`config.mk`:
```
export PLATFORM = sky130hd
export DESIGN_NAME = char_lcd_buffer_refresh
export DESIGN_NICKNAME = d
export VERILOG_FILES = /design/src/design/clbr_pkg.sv /design/src/design/clbr_store.sv /design/src/design/clbr_painter.sv /design/src/design/char_lcd_buffer_refresh.sv
export VERILOG_INCLUDE_DIRS = /design/src /design/src/design
export SDC_FILE = /design/constraint.sdc
export NUM_CORES = 1
export LEC_CHECK = 0
export ABC_AREA = 1
export BUFFER_PORTS_ARGS = -buffer_cell sky130_fd_sc_hd__buf_2
export CORE_MARGIN = 2
export CORE_UTILIZATION = 45
export DETAILED_ROUTE_END_ITERATION = 10
export GPL_ROUTABILITY_DRIVEN = 0
export SYNTH_ARGS = -nofsm -noshare
export SYNTH_HDL_FRONTEND = slang
export SYNTH_SLANG_ARGS = --single-unit
```
`constraint.sdc`:
```
create_clock -name clk -period 2.15 [get_ports clk]
set_clock_uncertainty 0.05 [all_clocks]
set_input_delay 0.43 -clock clk [delete_from_list [all_inputs] [get_ports clk]]
set_output_delay 0.43 -clock clk [all_outputs]
set_load 0.01 [all_outputs]
```
`src/design/assert_macros.svh`:
```
// assertion helpers shared by the rtl
`ifndef ASSERT_MACROS_SVH
`define ASSERT_MACROS_SVH

// same-cycle implication, disabled during reset
`define CLBR_ASSERT_IMP(label, clk, rst, a, b, msg) \
  label: assert property (@(posedge clk) disable iff (rst) (a) |-> (b)) else $error(msg);

// next-cycle implication, disabled during reset
`define CLBR_ASSERT_NXT(label, clk, rst, a, b, msg) \
  label: assert property (@(posedge clk) disable iff (rst) (a) |=> (b)) else $error(msg);

`endif

```
`src/design/clbr_pkg.sv`:
```
package clbr_pkg;

  localparam int COLS    = 8;
  localparam int ROWS    = 2;
  localparam int CELLS   = COLS * ROWS;
  localparam int POS_W   = (CELLS > 1) ? $clog2(CELLS) : 1;
  localparam int PAINT_W = $clog2(CELLS + 1);
  localparam int COL_W   = (COLS > 1) ? $clog2(COLS) : 1;
  localparam int ROW_W   = (ROWS > 1) ? $clog2(ROWS) : 1;

  localparam logic [1:0] OP_TICK   = 2'd0;
  localparam logic [1:0] OP_WRITE  = 2'd1;
  localparam logic [1:0] OP_SETPOS = 2'd2;

  localparam logic [1:0] PH_IDLE   = 2'd0;
  localparam logic [1:0] PH_HOME   = 2'd1;
  localparam logic [1:0] PH_ROWCHK = 2'd2;
  localparam logic [1:0] PH_DATA   = 2'd3;

  localparam logic [7:0] CMD_DDRAM = 8'h80;

  typedef struct packed {
    logic [1:0] operation;
    logic [7:0] char_code;
    logic [3:0] column;
    logic [1:0] row;
  } item_t;

  typedef struct packed {
    logic       is_data;
    logic [7:0] lcd_byte;
  } result_t;

  // store side controls for one processed item
  typedef struct packed {
    logic       wr;
    logic       set;
    logic [7:0] char_code;
    logic [3:0] column;
    logic [1:0] row;
  } store_ctl_t;

  // painter output for one processed item
  typedef struct packed {
    logic    emit;
    result_t beat;
  } paint_res_t;

  function automatic logic [7:0] row_offset(input logic [1:0] r);
    logic [7:0] off;
    case (r)
      2'd0:    off = 8'h00;
      2'd1:    off = 8'h40;
      2'd2:    off = 8'h14;
      default: off = 8'h54;
    endcase
    return off;
  endfunction

endpackage

```
`src/design/clbr_store.sv`:
```
module clbr_store import clbr_pkg::*; (
  input  logic             clk,
  input  logic             rst,
  input  store_ctl_t       ctl,
  input  logic [POS_W-1:0] rd_idx,
  output logic [7:0]       rd_data
);

  logic [7:0]       char_store [CELLS];
  logic [POS_W-1:0] write_pos;
  logic [POS_W-1:0] write_pos_next;
  logic [5:0]       set_pos;
  logic             set_ok;

  assign set_pos = 6'(ctl.column) + 6'(ctl.row) * 6'(COLS);
  assign set_ok  = (ctl.column < COLS) && (ctl.row < ROWS);

  always_comb begin
    write_pos_next = write_pos;
    if (ctl.wr) begin
      if (write_pos == POS_W'(CELLS - 1)) begin
        write_pos_next = '0;
      end else begin
        write_pos_next = write_pos + POS_W'(1);
      end
    end else if (ctl.set && set_ok) begin
      write_pos_next = POS_W'(set_pos);
    end
  end

  always_ff @(posedge clk) begin
    if (rst) begin
      write_pos <= '0;
      for (int i = 0; i < CELLS; i++) begin
        char_store[POS_W'(i)] <= 8'h00;
      end
    end else begin
      write_pos <= write_pos_next;
      if (ctl.wr) begin
        char_store[write_pos] <= ctl.char_code;
      end
    end
  end

  assign rd_data = char_store[rd_idx];

endmodule

```
`src/design/clbr_painter.sv`:
```
module clbr_painter import clbr_pkg::*; (
  input  logic             clk,
  input  logic             rst,
  input  logic             tick,
  input  logic             set_pending,
  input  logic [7:0]       store_byte,
  output logic [POS_W-1:0] paint_idx,
  output paint_res_t       res
);

  logic [1:0]         phase;
  logic [1:0]         phase_next;
  logic [PAINT_W-1:0] paint_pos;
  logic [PAINT_W-1:0] paint_pos_next;
  logic [COL_W-1:0]   paint_col;
  logic [COL_W-1:0]   paint_col_next;
  logic [ROW_W-1:0]   paint_row;
  logic [ROW_W-1:0]   paint_row_next;
  logic               refresh_pending;
  logic               pending_clr;
  logic [PAINT_W-1:0] pos_inc;

  assign paint_idx = paint_pos[POS_W-1:0];
  assign pos_inc   = paint_pos + PAINT_W'(1);

  always_comb begin
    phase_next     = phase;
    paint_pos_next = paint_pos;
    paint_col_next = paint_col;
    paint_row_next = paint_row;
    pending_clr    = 1'b0;
    res            = '0;
    case (phase)
      PH_IDLE: begin
        if (refresh_pending) begin
          pending_clr = 1'b1;
          phase_next  = PH_HOME;
        end
      end
      PH_HOME: begin
        paint_pos_next    = '0;
        paint_col_next    = '0;
        paint_row_next    = '0;
        res.emit          = 1'b1;
        res.beat.is_data  = 1'b0;
        res.beat.lcd_byte = CMD_DDRAM;
        phase_next        = PH_ROWCHK;
      end
      PH_ROWCHK: begin
        if (paint_pos < CELLS && paint_col == '0) begin
          res.emit          = 1'b1;
          res.beat.is_data  = 1'b0;
          res.beat.lcd_byte = CMD_DDRAM + row_offset(2'(paint_row));
        end
        phase_next = PH_DATA;
      end
      default: begin
        if (paint_pos < CELLS) begin
          res.emit          = 1'b1;
          res.beat.is_data  = 1'b1;
          res.beat.lcd_byte = store_byte;
          paint_pos_next    = pos_inc;
          if (paint_col == COL_W'(COLS - 1)) begin
            paint_col_next = '0;
            paint_row_next = paint_row + ROW_W'(1);
          end else begin
            paint_col_next = paint_col + COL_W'(1);
          end
        end
        phase_next = (paint_pos_next >= CELLS) ? PH_IDLE : PH_ROWCHK;
      end
    endcase
    if (!tick) begin
      res.emit = 1'b0;
    end
  end

  always_ff @(posedge clk) begin
    if (rst) begin
      phase           <= PH_IDLE;
      paint_pos       <= '0;
      paint_col       <= '0;
      paint_row       <= '0;
      refresh_pending <= 1'b0;
    end else begin
      if (tick) begin
        phase     <= phase_next;
        paint_pos <= paint_pos_next;
        paint_col <= paint_col_next;
        paint_row <= paint_row_next;
      end
      if (set_pending) begin
        refresh_pending <= 1'b1;
      end else if (tick && pending_clr) begin
        refresh_pending <= 1'b0;
      end
    end
  end

endmodule

```
`src/design/char_lcd_buffer_refresh.sv`:
```
// flow: an accepted beat is held in the item register, and any result beat it makes is loaded into the result register
// throughput: one item per cycle while the result register is free or being drained, set by the
// single processing stage between the item register and the result register
// reset: rst is synchronous, active high; clears the character buffer, write
// position, painter phase and position, refresh flag and both valid flags
`include "assert_macros.svh"

module char_lcd_buffer_refresh import clbr_pkg::*; (
  input  logic    clk,
  input  logic    rst,
  input  logic    item_valid,
  output logic    item_ready,
  input  item_t   item,
  output logic    result_valid,
  input  logic    result_ready,
  output result_t result
);

  // item register: holds one accepted beat until the processing stage takes it
  item_t            item_q;
  logic             item_q_valid;
  logic             advance;
  logic             accept;

  store_ctl_t       store_ctl;
  logic [POS_W-1:0] paint_idx;
  logic [7:0]       store_byte;
  paint_res_t       paint_res;
  logic             tick;

  // process the held beat when the result register is free or being drained
  assign advance    = item_q_valid && (!result_valid || result_ready);
  assign item_ready = !item_q_valid || advance;
  assign accept     = item_valid && item_ready;

  always_ff @(posedge clk) begin
    if (rst) begin
      item_q_valid <= 1'b0;
    end else if (accept) begin
      item_q_valid <= 1'b1;
    end else if (advance) begin
      item_q_valid <= 1'b0;
    end
  end

  always_ff @(posedge clk) begin
    if (accept) begin
      item_q <= item;
    end
  end

  // decode of the held beat; operation 3 does nothing at all
  assign tick                = advance && (item_q.operation == OP_TICK);
  assign store_ctl.wr        = advance && (item_q.operation == OP_WRITE);
  assign store_ctl.set       = advance && (item_q.operation == OP_SETPOS);
  assign store_ctl.char_code = item_q.char_code;
  assign store_ctl.column    = item_q.column;
  assign store_ctl.row       = item_q.row;

  // character buffer and write position
  clbr_store u_store (
    .clk     (clk),
    .rst     (rst),
    .ctl     (store_ctl),
    .rd_idx  (paint_idx),
    .rd_data (store_byte)
  );

  // repaint sequencer; every write requests a repaint
  clbr_painter u_painter (
    .clk         (clk),
    .rst         (rst),
    .tick        (tick),
    .set_pending (store_ctl.wr),
    .store_byte  (store_byte),
    .paint_idx   (paint_idx),
    .res         (paint_res)
  );

  // result register: loads only when a tick produced a byte
  always_ff @(posedge clk) begin
    if (rst) begin
      result_valid <= 1'b0;
    end else if (advance) begin
      result_valid <= paint_res.emit;
    end else if (result_ready) begin
      result_valid <= 1'b0;
    end
  end

  always_ff @(posedge clk) begin
    if (advance && paint_res.emit) begin
      result <= paint_res.beat;
    end
  end

  // a waiting result beat must block the processing stage
  `CLBR_ASSERT_IMP(a_no_overwrite, clk, rst, result_valid && !result_ready, !advance, "result overwritten")
  // a held beat that cannot move blocks new beats
  `CLBR_ASSERT_IMP(a_hold_blocks, clk, rst, item_q_valid && !advance, !item_ready, "item register overrun")
  // write and set-position beats never create a result
  `CLBR_ASSERT_NXT(a_no_spurious, clk, rst, advance && item_q.operation != OP_TICK, result_valid == 1'b0, "non-tick result")

endmodule
```
Word level (Yosys, flattened, before mapping):

Memories as Yosys holds them, arrays and structs flattened. A register that Yosys moved wholly into a read port is not among the register bits.
Index checks and enable logic that the tools add are counted.

* logic and storage cells: 104
* memories kept: 1
* bits of input ports: 20
* bits in writable memories: 128
* flip-flop bits (word level): 43

Memories
* u_store.char_store: depth 16, width 8, rd ports 1, clocked after memory_dff 1, write ports 16, line clbr_store.sv:9 `logic [7:0] char_store [CELLS];`

* eq/ne operators: 7
* add/subtract/negate cells: 6
* reduce and logical (&&, ||, !) cells: 30
* muxes and demuxes: 40
* bitwise logic cells: 2
* order comparisons: 4

Operators by type and width (count)
* case mux 10 bit (3 select lines): 1
* two-way mux 4 bit: 6
* two-way mux 8 bit: 3
* two-way mux 10 bit: 2
* two-way mux 1 bit: 17
* case mux 8 bit (2 select lines): 1
* nonzero test 2 bit: 6
* logical AND 1 bit: 10
* two-way mux 5 bit: 2
* case mux 5 bit (2 select lines): 1
* adder 8 bit, first input constant: 1
* OR reduction 8 bit: 1
* two-way mux 3 bit: 2
* case mux 2 bit (3 select lines): 1
* case mux 3 bit (2 select lines): 1
* adder 5 x 1 -> 5 bit, second input constant: 1
* >= comparator 5 bit, second input constant: 1
* < comparator 5 bit, second input constant: 1
* adder 4 x 1 -> 4 bit, second input constant: 1
* adder 4 bit: 1
* == test 2 x 1 -> 1 bit, second input constant: 2
* == test 2 bit, second input constant: 2
* == test 4 bit, second input constant: 1
* logical NOT 2 bit: 2
* other kinds (17): 22

Depth between registers and ports, before layout:

Gate-level depths: netlist of the first run.

* depth after elaboration: 9
* depth in mapped cells: 9
* depth with buffers taken out: 9

Cells and area by module:

A second synthesis of the first run with hierarchy kept.

* cells, all modules: 932
* area, all modules: 8413.1 sq um

Modules (own cells, without submodules)
* clbr_store: area each 6690.2 sq um, seq. area each 3923.8 sq um, instances 1, cells an instance 750
* char_lcd_buffer_refresh: area each 885.8 sq um, seq. area each 790.8 sq um, instances 1, cells an instance 50
* clbr_painter: area each 837.1 sq um, seq. area each 240.2 sq um, instances 1, cells an instance 132

Worst setup path after synthesis of the first run:

Ideal clock, no wire load.

* path type: input to register
* start: in result_ready
* end: mem u_store.char_store[0][0], enable pin
* required time: 1.771 ns
* setup slack: 0.391 ns
* setup time: 0.329 ns
* arrival: 1.380 ns
* stages on the path: 8
* cells stage by stage: inv_2 -> nand2_2 -> nand4_4 -> clkinv_2 -> nand2_8 -> nor2_8 -> nand2_4 -> nand2_1

RTL lines
* start, declared: line char_lcd_buffer_refresh.sv:15 `input logic result_ready,`
* end, declared: line clbr_store.sv:9

==> out/qor.txt, run 1 <==
Worst setup SP type -> register
most common cell in the netlist -> nor2_1
crit path max fanout -> 9
Port Buffers -> 30
Row Count -> 49
CP Capture Type -> register
crit path kind -> reg -> reg
Placed Area -> 0.008792 mm²
Post-Syn Nets -> 890
Hold WC Path Type -> in -> reg
die area -> 0.01934 mm²
Post-Layout Cell Count -> 1149
setup slack after layout -> 0.2552 ns
Hold Vio Cnt, Final -> 0
Max-Cap Viols -> 0
Ports -> 31
Area Growth Syn to Fin -> 14.26%
PD cells -> 772.9 mW/mm²
largest net degree at the start of global routing -> 41
Synth Instances -> 858
P_leak -> 0.004074 µW
top cells by count, synth -> nor2_1 (188), nand2_1 (180), edfxtp_1 (153)
Unique masters post-synth -> 32
# resized after CTS -> 0
RSZ-0062 raised after global routing -> false
total grt overflow -> 0
Max Slew Vio Count -> 0
layout cells sized above 1 -> 15.43%
Core Region -> 0.01790 mm²
die width -> 139.1 µm
hold_buf cts -> 0
Clock Tree Buf Depth -> 2
synthesis-stage register bit count -> 175
Filler Cells Inserted -> 1610
Synth Cell Area -> 0.008210 mm²
antenna-violating nets left -> 0
Inst Count DP -> 1117
design area -> 0.009382 mm²
CTS Root Buffer Type -> clkbuf_16
vias -> 5873
sequential area share after synthesis -> 61.32%
initial antenna violation count -> 0
Post-DP HPWL -> 12870 µm
htree depth -> 4
DR vias/cell -> 5.111
drt drc -> 0
fin crit share -> 88.13%
CTS Buf Count -> 17
Detailed Route WL -> 19430 µm
max_slew headroom -> 65.28%
# diodes -> 0
Critical Path AT -> 1.94 ns
Nets -> 939
Die Height -> 139.1 µm
top post-synthesis cells by area -> edfxtp_1 (56%), nor2_1 (8.6%), nand2_1 (8.2%), dfxtp_1 (5.4%), nand3_1 (4.9%)
Total GRT Usage -> 21.15%
hold slack -> 0.1232 ns
status -> completed
syn_area_per_cell -> 9.569 µm²
Clock Latency Late Sink -> 0.43 ns
number of enable-type register cells in the synthesized netlist -> 153
DR WL/cell -> 16.91 µm
setup_tns -> 0 ns
first drt pass iteration count -> 5
area share of the largest cell type after synthesis -> 55.96%
total clock sinks -> 175
Worst-path clk slew -> 0.07 ns
Fmax achieved -> 0.5277 GHz
Worst-Margin Slew -> 0.5202 ns
vias in the first global route -> 5757
first-pass GRT wire length -> 31110 µm
VDD IR max -> 0.5620 mV
min Tclk post-route -> 1.895 ns
starting density of the core -> 45.86%
cell taking the most area after synthesis -> edfxtp_1
Async SR Flop Fraction -> 0%
initial DRC count -> 525
Synth Warn # -> 0
post-CTS setup buffer count -> 0
WP data required -> 2.20 ns
Placement Setup Slack -> 0.1513 ns
CTS tree -> yes
# setup viols final -> 0
Post-synth top flop -> edfxtp_1
-- metrics by stage --
stage,utilization (%),total power [µW]
after floorplan,-,4103
after global placement,49.11,4266
after detailed placement,49.11,4270
after CTS,52.40,7296
after global routing,52.40,7498
final,52.40,7251
-- cell families (layout without fill, tap and decap cells) --
kind of cell             count (synthesis)  in the layout  share of synthesized area, %
AO/OA/AOI/OAI                           60             60                         3.749
XOR/XNOR                                 2              2                        0.2134
adder cells (fa/ha/maj)                 12             12                         1.829
buffers and inverters                  118            180                         5.715
flip-flops                             175            175                         61.32
AND/OR/NAND/NOR                        491            491                         27.17
-- cell usage in the layout, fill, tap and decap left out --
cell type	n
a21oi_1	19
a21oi_2	1
a31oi_1	1
buf_12	3
buf_2	30
buf_4	32
bufinv_16	2
clkbuf_16	17
clkinv_2	2
clkinv_4	4
clkinvlp_4	5
dfxtp_1	21
dfxtp_2	1
edfxtp_1	153
ha_1	12
inv_1	79
inv_2	3
inv_6	3
nand2_1	180
nand2_2	1
nand2_4	16
nand2_8	1
nand3_1	80
nand3_2	1
nand4_4	1
nor2_1	188
nor2_2	10
nor2_4	3
nor2_8	4
nor3_1	3
nor3b_1	1
o211ai_1	1
o21ai_0	37
o21ai_1	1
or2_2	2
xnor2_1	1
xor2_1	1
-- critical path, stage by stage (launching register included) --
cell,delay (ns)
edfxtp_1,0.41
inv_1,0.14
nand4_4,0.12
clkinv_2,0.12
nand2_8,0.12
nor2_8,0.19
nand2_4,0.11
nand2_1,0.30
-- metal layers --
metal / part of all wire, % / global-route usage (%)
met4: 2.0 / 7.124
met5: 0 / 0
met3: 6.8 / 4.938
met2: 47 / 32.93
met1: 45 / 29.40
-- state kept, by name, indices dropped and copies added, names as in the netlist, named ones only --
name                       cells
u_painter.phase                2
item_q_valid                   1
item_q                        16
u_painter.paint_row            1
u_store.char_store           128
u_painter.paint_pos            5
u_store.write_pos              4
u_painter.paint_col            3
result_valid                   1
u_painter.refresh_pending      1
result                         9
-- report_power, final --
part | total [µW] | leakage (µW) | switching [µW] | internal (µW)
sequential | 3840 | 0.00172 | 42.0 | 3800
combinational | 357 | 0.00208 | 271 | 85.6
clock | 3060 | 0.000272 | 1330 | 1720
total | 7250 | 0.00407 | 1650 | 5610
-- path summary, 6_finish.rpt --
check                         startpoint                         to  slack, ns  cells after the start
hold / removal                   item[5]                  item_q[5]       0.12                      1
setup / recovery              item_q[15]  u_store.char_store[15][6]       0.26                      7
hold reg to reg   u_painter.paint_col[1]     u_painter.paint_col[1]       0.44                      2
setup reg to reg              item_q[15]  u_store.char_store[15][6]       0.26                      7
-- final cells by class --
| class | instances | area, µm² | area share [%] |
|---|---|---|---|
| Timing Repair Buffer | 65 | 450.4 | 4.801 |
| Tap cell | 229 | 286.5 | 3.054 |
| Inverter | 83 | 312.8 | 3.334 |
| Clock inverter | 15 | 163.9 | 1.747 |
| Clock buffer | 17 | 425.4 | 4.535 |
| Multi-Input combinational cell | 565 | 2706 | 28.85 |
| Sequential cell | 175 | 5036 | 53.68 |
Note: power is estimated with default switching activity, not from simulation.
==> run 2: changes to the inputs <==
--- a/config.mk
+++ b/config.mk
@@ -7,11 +7,13 @@
 export NUM_CORES = 1
 export LEC_CHECK = 0
 export ABC_AREA = 1
-export BUFFER_PORTS_ARGS = -buffer_cell sky130_fd_sc_hd__buf_2
+export BUFFER_PORTS_ARGS = -buffer_cell sky130_fd_sc_hd__clkbuf_2
 export CORE_MARGIN = 2
 export CORE_UTILIZATION = 45
 export DETAILED_ROUTE_END_ITERATION = 10
 export GPL_ROUTABILITY_DRIVEN = 0
+export PLACE_DENSITY = 0.59
+export SETUP_SLACK_MARGIN = 0.02
 export SYNTH_ARGS = -nofsm -noshare
 export SYNTH_HDL_FRONTEND = slang
 export SYNTH_SLANG_ARGS = --single-unit
==> out/qor.txt, run 2 (synthesized netlist as in run 1, its figures left out) <==
DR WL/cell -> 17.26 µm (+2.1%)
combinational power share -> 4.9% (about the same)
design area -> 0.009369 mm² (-0.13%)
max reg flops -> 128 (unchanged)
Row Count -> 49 (unchanged)
Int Pwr -> 5620 µW (+0.26%)
Placed Area -> 0.008787 mm² (about the same)
Filler Cells Inserted -> 1677 (+4.2%)
Die Height -> 139.1 µm (unchanged)
vias in the first global route -> 5795 (+0.66%)
commonest cells after routing, fill and taps aside -> nor2_1 (188), nand2_1 (180), edfxtp_1 (153)
fin util -> 52.33% (-0.070 points)
area of the multi-input gates -> 0.002706 mm² (unchanged)
Reg area -> 0.005036 mm² (unchanged)
RSZ-0062 raised after global routing -> false
htree depth -> 4 (unchanged)
Port Buffers -> 30 (unchanged)
PD cells -> 771.9 mW/mm² (-0.13%)
fin crit share -> 87.19% (-0.94 points)
initial DRC count -> 507 (-3.4%)
worst r2r src -> item_q[15]
Nets -> 940 (+0.11%)
P_sw -> 1612 µW (-2.0%)
clock power share -> 42.0% (-0.2 points)
first-pass GRT wire length -> 31570 µm (+1.5%)
sequential power share -> 53.1% (+0.2 points)
Hold Vio Cnt, Final -> 0 (unchanged)
die area -> 0.01934 mm² (unchanged)
Post-DP HPWL -> 12890 µm (+0.13%)
WP data required -> 2.20 ns (about the same)
worst hold start -> item[5]
setup slack after layout -> 0.2754 ns (+0.02029 ns)
CTS tree -> yes
Largest Register -> u_store.char_store
Worst-Margin Slew -> 0.5024 ns (-0.01789 ns)
# diodes -> 0 (unchanged)
antenna-violating nets left -> 0 (unchanged)
initial antenna violation count -> 1 (+1)
Detailed Route WL -> 19850 µm (+2.2%)
die width -> 139.1 µm (unchanged)
min Tclk post-route -> 1.875 ns (-0.02029 ns)
largest net degree at the start of global routing -> 43 (+4.9%)
Max Slew Vio Count -> 0 (unchanged)
P_leak -> 0.004101 µW (+0.66%)
Inst Count DP -> 1118 (+0.090%)
Critical-path top delay cell -> edfxtp_1
Worst setup SP type -> register
Worst-path clk slew -> 0.07 ns (about the same)
Ports -> 31 (unchanged)
Area Growth Syn to Fin -> 14.11%
Core Region -> 0.01790 mm² (unchanged)
max_slew headroom -> 66.47% (+1.2 points)
Sw Share -> 22.29% (-0.40 points)
post-CTS setup buffer count -> 0 (unchanged)
CP startpoint -> item_q[15]
status -> completed
Post-Layout Cell Count -> 1150 (+0.087%)
crit path kind -> reg -> reg
Total GRT Usage -> 21.53% (+0.38 points)
# setup viols final -> 0 (unchanged)
Clock Tree Buf Depth -> 2 (unchanged)
DR vias/cell -> 5.154 (+0.83%)
CTS Root Buffer Type -> clkbuf_16
vias -> 5927 (+0.92%)
Placement Setup Slack -> 0.1349 ns (-0.01636 ns)
total grt overflow -> 0 (unchanged)
CTS Buf Count -> 17 (unchanged)
Clock Latency Late Sink -> 0.43 ns (about the same)
starting density of the core -> 45.86% (unchanged)
crit path max fanout -> 9 (unchanged)
Regs by FF count -> u_store.char_store: 128 flops, item_q: 16 flops, result: 9 flops
Max-Cap Viols -> 0 (unchanged)
total clock sinks -> 175 (unchanged)
layout cells sized above 1 -> 15.42% (-0.017 points)
Fmax achieved -> 0.5335 GHz (+1.1%)
Critical Path AT -> 1.92 ns (-0.02 ns)
CP Capture Type -> register
drt drc -> 0 (unchanged)
cells along the critical path -> inv_1 > nand4_4 > clkinv_2 > nand2_8 > nor2_8 > nand2_4 > nand2_1
most common cell after layout, fill and taps aside -> nor2_1
setup_tns -> 0 ns (unchanged)
first drt pass iteration count -> 5 (unchanged)
Critical Path Max Stage Delay -> 0.41 ns (about the same)
VDD IR max -> 0.5906 mV (+5.1%)
Hold WC Path Type -> in -> reg
run 2: cell count changes in the layout (fill, tap and decap cells not counted), moves of 2 or more:
| cell | delta |
|---|---|
| buf_2 | -30 |
| clkbuf_2 | +30 |
| clkinv_2 | +3 |
| clkinvlp_4 | -3 |
| buf_4 | +2 |
| inv_6 | -2 |
run 2: worst paths after layout:
path | endpoint | slack [ns] | cells after the start
worst max-delay path | u_store.char_store[7][6] | 0.28 | 7
worst min-delay path | item_q[5] | 0.12 | 1
worst max register to register | u_store.char_store[7][6] | 0.28 | 7
worst min register to register | u_painter.paint_col[2] | 0.44 | 2
run 2: metrics by stage:
| step | power, µW | hold slack [ns] |
|---|---|---|
| after floorplan | 4103 | 0.4104 |
| after global placement | 4270 | 0.4265 |
| after detailed placement | 4272 | 0.4330 |
| after CTS | 7256 | 0.1090 |
| after global routing | 7453 | 0.1087 |
| final | 7232 | 0.1226 |
run 2: worst max-delay path: cells and delay by family (launching register included):
family,cells,cell delay [ns]
and+or+nand+nor,5,0.82
buffers and inverters,2,0.26
DFF,1,0.41
run 2: layout make-up:
class,count,share of cell area (%)
Sequential cell,175,53.75
Inverter,83,3.339
Clock inverter,14,1.522
Timing Repair Buffer,66,4.754
Multi-Input combinational cell,565,28.89
Tap cell,229,3.058
Clock buffer,18,4.687
run 2: power groups by stage:
stage / combinational [µW] / sequential [µW] / clock (µW)
after floorplan: 206 / 3900 / 0
after global placement: 360 / 3910 / 0
after detailed placement: 360 / 3910 / 0
after CTS: 362 / 3840 / 3060
after global routing: 391 / 3850 / 3210
final: 358 / 3840 / 3040
run 2: what timing repair did:
action / 4_1_cts / 5_1_grt
endpoints found under the hold margin: 0 / 0
hold buffers: 0 / 0
setup endpoints to repair: 0 / 8
resized for setup: 0 / 1
run 2: layer usage:
| metal | global-route usage, % | part of all wire [%] |
|---|---|---|
| met1 | 30.06 | 46 |
| met2 | 34.09 | 47 |
| met3 | 3.522 | 5.3 |
| met4 | 8.134 | 2.3 |
| met5 | 0 | 0 |
